===== src/hw/rtl/vrte_ram.sv =====
// Generic single-write, single-read RAM with registered read data.
module vrte_ram #(
	parameter int WIDTH = 8,
	parameter int DEPTH = 64
) (
	input  logic                     clk,
	input  logic                     we,
	input  logic [$clog2(DEPTH)-1:0] waddr,
	input  logic [WIDTH-1:0]         wdata,
	input  logic [$clog2(DEPTH)-1:0] raddr,
	output logic [WIDTH-1:0]         rdata
);
	logic [WIDTH-1:0] mem [DEPTH];

	always_ff @(posedge clk) begin
		if (we) begin
			mem[waddr] <= wdata;
		end
		rdata <= mem[raddr];
	end
endmodule


===== config.mk =====
export PLATFORM = sky130hd
export DESIGN_NAME = vrte_ram
export DESIGN_NICKNAME = d
export VERILOG_FILES = /design/src/hw/rtl/vrte_ram.sv
export SDC_FILE = /design/constraint.sdc
export NUM_CORES = 1
export LEC_CHECK = 0
export BUFFER_PORTS_ARGS = -buffer_cell sky130_fd_sc_hd__buf_4
export CAP_MARGIN = 20
export CORE_ASPECT_RATIO = 1.2
export CORE_MARGIN = 10
export CORE_UTILIZATION = 35
export CTS_BUF_LIST = sky130_fd_sc_hd__clkbuf_4 sky130_fd_sc_hd__clkbuf_8
export CTS_CLUSTER_DIAMETER = 40
export DETAILED_ROUTE_END_ITERATION = 10
export GPL_TIMING_DRIVEN = 1
export PLACE_DENSITY = 0.57
export SLEW_MARGIN = 20
export SYNTH_ARGS = -nofsm -noshare
export SYNTH_HDL_FRONTEND = slang
export SYNTH_SLANG_ARGS = --single-unit

===== constraint.sdc =====
create_clock -name clk -period 2.7 [get_ports clk]
set_input_delay 0.54 -clock clk [delete_from_list [all_inputs] [get_ports clk]]
set_output_delay 0.54 -clock clk [all_outputs]
set_load 0.01 [all_outputs]

==> impl_metrics.ini <==
[global_routing]
grt_pass1_vias = 10611
top_usage_layer = met2
grt_pass1_wl_um = 70600
gr-usage-met1_pct = 17.9
grtUsageMet2_pct = 23.5
antenna_found_initial = 3
met3_usage_pct = 2.68
grt_util_all_layers_pct = 14.2
grt_max_degree = 65
grt.overflow.total = 0

[logic_synthesis]
async_reset_ff_share_pct = 0
synth_top_area_cell = edfxtp_1
netlist_instances = 940
synth.avg_cell_area_um2 = 21.5
synth.top_cell.area_share_pct = 76.2
synth-edff-count = 512
yosys-top-cells-area = edfxtp_1, mux4_2, nor2_1
yosysUniqueCellTypes = 40
synth-seq-cells = 520
synthFlopType = edfxtp_1
ys_seq_area_share_pct = 77.0
synthesis.area_um2 = 20200
yosys_warnings = 0
syn_nets = 962

[floorplanning]
core_area_um2 = 57200
fp-row-count = 96
initial_core_util_pct = 35.3
die_w_um = 239
die_y_um = 283
die_area_um2 = 67700
pin_count = 30

[setup_path]
start_kind = primary input
cp_slowest_cell = mux4_2
worstPathMaxFanout = 26
crit_chain = clkbuf_8 -> buf_12 -> mux4_2 -> mux2_2 -> o221a_2 -> nor3_1 -> o32ai_1
required_ns = 3.20
r2r_slack_ns = 0.70
cp.arrival_ns = 2.63
crit_type = primary input to flip-flop
endpoint_kind = flip-flop
slowest_delay_ns = 0.53

[clock_network]
post_cts_buffers = 0
clock-sinks = 520
cts_max_level = 3
ctsResizeCount = 0
postCtsHoldBufs = 0
clkSlewWorstSetupHoldPaths_ns = 0.06
clk_latency_ns = 0.65
cts_made_buffers = 83
cts_root_buffer = clkbuf_8
cts_tree = built
clockBufferDepth = 3

[sta]
fin_crit_ns = 2.13
setup_viol = 0
worst_clock_skew_ns = 0.0316
maxSlewHeadroom_pct = 49.6
fmax_mhz = 470
layout_worst_path_cycle_share_pct = 78.8
slew_violations = 0
hold_violations = 0
setup_tns_ns = 0
fin_hold_ws_ns = 0.274
worst_slew_pin_slew_ns = 0.756
rsz0062_at_grt = false

[final_layout]
final_area_um2 = 23700
n_fill_cell = 4991
drive_gt1_share_pct = 35.3
area_growth_pct = 17.6
regArea_um2 = 15500
layout_commonest_cell = edfxtp_1
multi_input_area_um2 = 4320
utilization_pct = 41.5
mostFrequentLayoutCells = edfxtp_1, buf_4, mux4_2
final_cell_count_no_fill = 1917
fin_nets = 1139

[job]
maxCapViolations = 0

[power]
ir_worst_vdd_uv = 283
power_density_nw_per_um2 = 719
power.leakage_nw = 7.64

[routing]
first_pass_iters = 5
vias = 9986
wl_um = 47900
avgRoutedWirePerCell_um = 25.0
final_antenna_net_count = 0
drc = 0
viasPerCell = 5.21
drt_iter0_markers = 867

[placed_design]
dpl-instance-area_um2 = 21900
port_buffers = 29
finalWeightedCongestion = 0.795
hpwl_um = 29800
dpl.cell_count = 1767

[worst_hold_path]
min_path_type = primary input to flip-flop

[run_status]
status = finished, final reports clean
-- power breakdown --
group / switching, W / internal (W)
Sequential: 0.0000295 / 0.00894
Combinational: 0.000528 / 0.000365
Clock: 0.00302 / 0.00417
-- worst paths after layout --
check                  start        to  depth (start not counted)
hold / removal      raddr[5]  rdata[3]                          2
setup / recovery    raddr[0]  rdata[6]                          7
hold reg to reg   mem[18][0]  rdata[0]                          4
setup reg to reg  mem[29][6]  rdata[6]                          5
-- metal layers --
| layer | share of wire (%) | vias to the layer above |
|---|---|---|
| li1 | - | 4292 |
| met1 | 41 | 5316 |
| met2 | 50 | 283 |
| met3 | 5.1 | 91 |
| met4 | 3.3 | 4 |
| met5 | 0.063 | - |
-- through the flow --
stage	setup WS (ns)	total power, W
detailed placement	-0.0765	0.0100
floorplan	0.492	0.00960
finish	0.572	0.0170
CTS	0.623	0.0172
global route	0.522	0.0177
global placement	0.0112	0.0100
-- final cells by class --
type / instances / area share, %
well taps: 735 / 3.88
multi-input cells: 369 / 18.2
diodes: 1 / 0.0106
flip-flops and latches: 520 / 65.5
clock buffers: 110 / 5.78
clock inverters: 39 / 1.72
repair buffers: 143 / 4.92
-- sequential cells by signal (all words and copies together) (netlist names) --
register,flops
rdata,8
mem,512
-- synth_stat cells (all sizes together) (3+ instances only) --
cell	instances
nand2b	7
a221oi	6
o221ai	8
mux4	126
a22oi	3
o2111ai	3
edfxtp	512
nor3	7
mux2i	23
a211oi	4
nor2b	14
nor2	83
mux2	13
nand2	19
clkbuf	17
nand3b	3
o22ai	8
dfxtp	8
o21ai	4
o2bb2ai	3
nand3	13
a21oi	3
buf	34
-- critical path, delay by kind of cell --
| kind | cells | cell delay [ns] |
|---|---|---|
| AO/OA/AOI/OAI | 2 | 0.44 |
| buffers and inverters | 2 | 0.47 |
| multiplexers | 2 | 0.80 |
| AND/OR/NAND/NOR | 1 | 0.35 |
-- cells by family (layout without fill, tap and decap cells) --
family | count (synthesis) | after routing | share of synthesized area [%]
flip-flops | 520 | 520 | 77.0
multiplexers | 162 | 162 | 15.9
AND/OR/NAND/NOR | 153 | 153 | 3.39
AO/OA/AOI/OAI | 54 | 54 | 2.07
buffers and inverters | 51 | 292 | 1.57
other | 0 | 1 | 0
No activity file was read; power rests on OpenSTA's default activity.
